### src/rtl/core/pcr_pkg.sv
// ----------------------------------------------------------------------------
// Packet capture ring package
// Field widths, register map, result codes and the structs shared by the
// controller, datapath and top level.
// ----------------------------------------------------------------------------
package pcr_pkg;

    localparam int LEN_W   = 16;
    localparam int PORT_W  = 8;
    localparam int ORIG_W  = 2;
    localparam int IDX_W   = 32;
    localparam int STAMP_W = 32;
    localparam int CNT_W   = 7;
    localparam int BYTES_W = 22;

    localparam int ADDR_W = 3;
    localparam int DATA_W = 32;

    localparam logic [0:0] REG_DROP_MODE = 1'b0;
    localparam logic [0:0] REG_CAPACITY  = 1'b1;

    localparam logic [CNT_W-1:0] CAPACITY_RESET = 7'd64;

    localparam logic ACT_PUSH = 1'b0;
    localparam logic ACT_POP  = 1'b1;

    typedef enum logic [2:0] {
        ST_STORED    = 3'd0,
        ST_EVICTED   = 3'd1,
        ST_DROPPED   = 3'd2,
        ST_POPPED    = 3'd3,
        ST_UNDERFLOW = 3'd4,
        ST_NONE      = 3'd5
    } status_t;

    typedef enum logic [1:0] {
        FSM_IDLE,
        FSM_EVICT,
        FSM_POP
    } fsm_t;

    typedef struct packed {
        logic [LEN_W-1:0]   len;
        logic [PORT_W-1:0]  port;
        logic [ORIG_W-1:0]  origin;
        logic [IDX_W-1:0]   index;
        logic [STAMP_W-1:0] stamp;
    } rec_t;

    typedef struct packed {
        status_t             status;
        logic                rec_valid;
        rec_t                rec;
        logic                last;
        logic [CNT_W-1:0]    fill;
        logic [BYTES_W-1:0]  byte_total;
    } res_t;

    typedef struct packed {
        logic    take;
        logic    store_in;
        logic    evict_store;
        logic    rd_head;
        logic    rd_next;
        logic    pop_emit;
        logic    emit_plain;
        status_t code;
    } cmd_t;

    typedef struct packed {
        logic is_pop;
        logic full;
        logic drop_mode;
        logic pop_zero;
        logic pop_over;
        logic out_free;
        logic last_pop;
    } stat_t;

endpackage

### src/rtl/core/pcr_ctrl.sv
// ----------------------------------------------------------------------------
// Packet capture ring controller
// Sequences push, drop-head eviction and multi-record pop requests.
// ----------------------------------------------------------------------------
module pcr_ctrl
    import pcr_pkg::*;
(
    input  logic  clk,
    input  logic  rst_n,
    input  logic  in_valid,
    output logic  in_ready,
    input  stat_t stat,
    output cmd_t  cmd
);

    fsm_t state_reg;
    fsm_t state_next;

    always_ff @(posedge clk or negedge rst_n)
    begin
        if (!rst_n)
        begin
            state_reg <= FSM_IDLE;
        end
        else
        begin
            state_reg <= state_next;
        end
    end

    always_comb
    begin
        state_next = state_reg;
        cmd        = '0;
        cmd.code   = ST_STORED;
        in_ready   = 1'b0;
        unique case (state_reg)
            FSM_IDLE:
            begin
                in_ready = stat.out_free;
                if (in_valid && stat.out_free)
                begin
                    cmd.take = 1'b1;
                    if (!stat.is_pop)
                    begin
                        if (!stat.full)
                        begin
                            cmd.store_in   = 1'b1;
                            cmd.emit_plain = 1'b1;
                            cmd.code       = ST_STORED;
                        end
                        else if (stat.drop_mode)
                        begin
                            cmd.rd_head = 1'b1;
                            state_next  = FSM_EVICT;
                        end
                        else
                        begin
                            cmd.emit_plain = 1'b1;
                            cmd.code       = ST_DROPPED;
                        end
                    end
                    else if (stat.pop_zero)
                    begin
                        cmd.emit_plain = 1'b1;
                        cmd.code       = ST_NONE;
                    end
                    else if (stat.pop_over)
                    begin
                        cmd.emit_plain = 1'b1;
                        cmd.code       = ST_UNDERFLOW;
                    end
                    else
                    begin
                        cmd.rd_head = 1'b1;
                        state_next  = FSM_POP;
                    end
                end
            end
            FSM_EVICT:
            begin
                cmd.evict_store = 1'b1;
                cmd.emit_plain  = 1'b1;
                cmd.code        = ST_EVICTED;
                state_next      = FSM_IDLE;
            end
            FSM_POP:
            begin
                if (stat.out_free)
                begin
                    cmd.pop_emit = 1'b1;
                    if (stat.last_pop)
                    begin
                        state_next = FSM_IDLE;
                    end
                    else
                    begin
                        cmd.rd_next = 1'b1;
                    end
                end
            end
            default:
            begin
                state_next = FSM_IDLE;
            end
        endcase
    end

endmodule

### config.mk
export PLATFORM = sky130hd
export DESIGN_NAME = pcr_ctrl
export DESIGN_NICKNAME = d
export VERILOG_FILES = /design/src/rtl/core/pcr_pkg.sv /design/src/rtl/core/pcr_ctrl.sv
export SDC_FILE = /design/constraint.sdc
export NUM_CORES = 1
export LEC_CHECK = 0
export BUFFER_PORTS_ARGS = -buffer_cell sky130_fd_sc_hd__buf_4
export CAP_MARGIN = 10
export CORE_AREA = 2 2 39 41
export DETAILED_ROUTE_END_ITERATION = 16
export DIE_AREA = 0 0 41 43
export PLACE_DENSITY = 0.5
export SKIP_CTS_REPAIR_TIMING = 1
export SYNTH_ARGS = -nofsm -noshare
export SYNTH_HDL_FRONTEND = slang
export SYNTH_SLANG_ARGS = --single-unit
### constraint.sdc
create_clock -name clk -period 3.5 [get_ports clk]
set_input_delay 0.7 -clock clk [delete_from_list [all_inputs] [get_ports clk]]
set_output_delay 0.7 -clock clk [all_outputs]
set_load 0.1 [all_outputs]
==> impl_metrics.tcl <==
set metrics [dict create \
    outcome "complete, no violations" \
    start_kind "primary input" \
    cts_buffers 3 \
    diodes 0 \
    ant_nets 0 \
    wire_per_inst_um 9.00 \
    grtUsageTotal 0.0732 \
    seq_area_frac_synth 0.267 \
    nFillCells 148 \
    gp_routability_congestion 0.694 \
    endpoint "cmd[6]" \
    max_slew_margin 0.815 \
    first_pass_iters 1 \
    hold_class "in2async" \
    cp-startpoint "stat[6]" \
    drt-total-wl_um 576 \
    clock_skew_ns 0.00135 \
    synth_top_family_by_area "simple AND/OR/NAND/NOR gates" \
    grt_pass1_vias 233 \
    grt_max_degree 10 \
    cts-root-buf "clkbuf_4" \
    yosysUniqueCellTypes 16 \
    crit_path_frequent_cell "buf_4" \
    pre_cts_ws_ns 1.07 \
    io_pins 21 \
    antenna_found_initial 0 \
    coreArea_sq_mm 0.00138 \
    r2r_slack_ns 2.34 \
    setup_viol 0 \
    path_depth 5 \
    yosys_register_bits 2 \
    clk_path_buf_depth 2 \
    p_leak_nw 0.216 \
    synth-xor-area-share 0 \
    nets 60 \
    cap_violations 0 \
    vias 244 \
    start_util 0.136 \
    clk_pin_slew_ns 0.03 \
    worstMarginPinSlew_ns 0.280 \
    synth_nets 35 \
    max-vdd-ir-drop_uv 117 \
    cp_slowest_cell "or3b_1" \
    syn_inst 25 \
    postSynthAreaPerCell_sq_um 7.51 \
    slowest_delay_ns 0.37 \
    muxShareOfSynthArea 0 \
    drt_iter0_markers 0 \
    die_x_um 41 \
    largest_reg_flops 2 \
    rr_startpoint "state_reg[0]$_DFFE_PN0P_" \
    crit_type "in2out" \
    place_area_sq_um 378 \
    dp_hpwl_um 485 \
    cp_cell_sequence "buf_4 > or3b_1 > o21ai_1 > and2b_1 > buf_4" \
    power_density_mw_per_mm2 379 \
    detail_route.vias_per_cell 3.81 \
    endpoint_kind "output pin" \
    io_buffers 20 \
    critPathTopFamily "simple AND/OR/NAND/NOR gates" \
    grt_pass1_wl_um 821 \
    drc 0 \
    dieArea_sq_mm 0.00176 \
    setup_ws_ns 1.08 \
    fin_area_sq_um 400 \
    hold_violations 0 \
    synth_compound_area_frac 0.173 \
    cts.sink_count 2 \
    htree_levels 1 \
    synthToLayoutAreaGrowth_pct 113 \
    worstPathRequired_ns 2.80 \
    timing.final.crit_period_ns 2.42 \
    cts_tree "built" \
    crit_arrival_ns 1.72 \
    rsz0062_at_grt "false" \
    die_h_um 43 \
    rr_worst_depth 3 \
    grt-ovfl-total 0 \
    num_rows 14 \
    synth_warnings 0 \
    syn_area_sq_um 188 \
    crit_fanout 7 \
    yosys.area_share.simple 0.500 \
    rr_endpoint "state_reg[0]$_DFFE_PN0P_" \
    yosys.area_share.adder 0 \
    fin_crit_sh 0.692 \
    layout-drive-gt1-share 0.563 \
    clock.fmax_ghz 0.413 \
    worstSkewPairLatency_ns 0.22 \
    worst-path-buf-inv 2 \
    drv_slew 0 \
]
==> area by class of cell <==
cell class	instances	area, sq um	area share
well taps	16	20.0	0.0500
multi-input cells	20	146	0.366
inverters	3	11.3	0.0281
clock buffers	3	22.5	0.0562
repair buffers	20	150	0.375
flip-flops and latches	2	50.0	0.125
==> layer usage <==
metal,vias to the layer above,track usage,share of wire
met5,-,0,0
met4,0,0.0600,0
met3,0,0.0471,0.073
met2,5,0.116,0.58
met1,105,0.0577,0.34
li1,134,-,-
==> synth_stat cells, drive strengths merged <==
cell type  number  share of area
dfrtp           2           0.27
or3b            1          0.047
nand2b          2          0.067
nor3            2          0.053
nor2            2          0.040
o21bai          1          0.040
inv             3          0.060
and2b           1          0.040
nand2           3          0.073
nor4b           1          0.047
a21oi           1          0.027
nor3b           1           0.10
nor4            1          0.033
o21ai           4           0.11
==> how the worst min path moves through the flow <==
| stage | start | to | slack [ns] |
|---|---|---|---|
| CTS | rst_n | state_reg[0]$_DFFE_PN0P_ | 0.25 |
| finish | rst_n | state_reg[0]$_DFFE_PN0P_ | 0.25 |
| global route | rst_n | state_reg[0]$_DFFE_PN0P_ | 0.24 |
| global placement | rst_n | state_reg[0]$_DFFE_PN0P_ | 0.48 |
| floorplan | rst_n | state_reg[0]$_DFFE_PN0P_ | 0.40 |
| detailed placement | rst_n | state_reg[1]$_DFFE_PN0P_ | 0.49 |
==> cell families after synthesis <==
group | after synthesis
buffers and inverters | 3
DFF | 2
and+or+nand+nor | 14
AOI/OAI and AO/OA | 6
==> cells in the final DEF, fill, tap and decap left out <==
cell | Yosys | routed
nor4b_4 | 0 | 1
nor3b_4 | 1 | 1
dfrtp_1 | 2 | 2
nand2_1 | 2 | 2
a21oi_1 | 1 | 1
buf_4 | 0 | 20
inv_1 | 3 | 3
nor4_1 | 1 | 1
nand2_2 | 1 | 1
nand2b_1 | 2 | 2
o21ai_1 | 1 | 3
o21ai_0 | 3 | 1
o21bai_1 | 1 | 1
nor2_1 | 2 | 2
or3b_1 | 1 | 1
nor3_2 | 0 | 1
clkbuf_4 | 0 | 3
and2b_1 | 1 | 1
nor3_1 | 2 | 1
==> through the flow <==
step	TNS [ns]	power (mW)	util	std cells	hold WS [ns]
global placement	0	0.101	0.273	61	0.484
floorplan	-1.74	0.0795	-	25	0.404
finish	0	0.152	0.289	64	0.251
global route	0	0.160	0.289	64	0.241
detailed placement	0	0.101	0.273	61	0.486
CTS	0	0.155	0.289	64	0.246
==> where the power goes <==
part	leakage [nW]	switching (mW)	total [mW]	internal [mW]
Combinational	0.175	0.0551	0.0747	0.0196
Clock	0.0138	0.0136	0.0515	0.0379
Sequential	0.0275	0.00125	0.0256	0.0244
Total	0.216	0.0699	0.152	0.0818
Power figures use the tool's default switching activity.
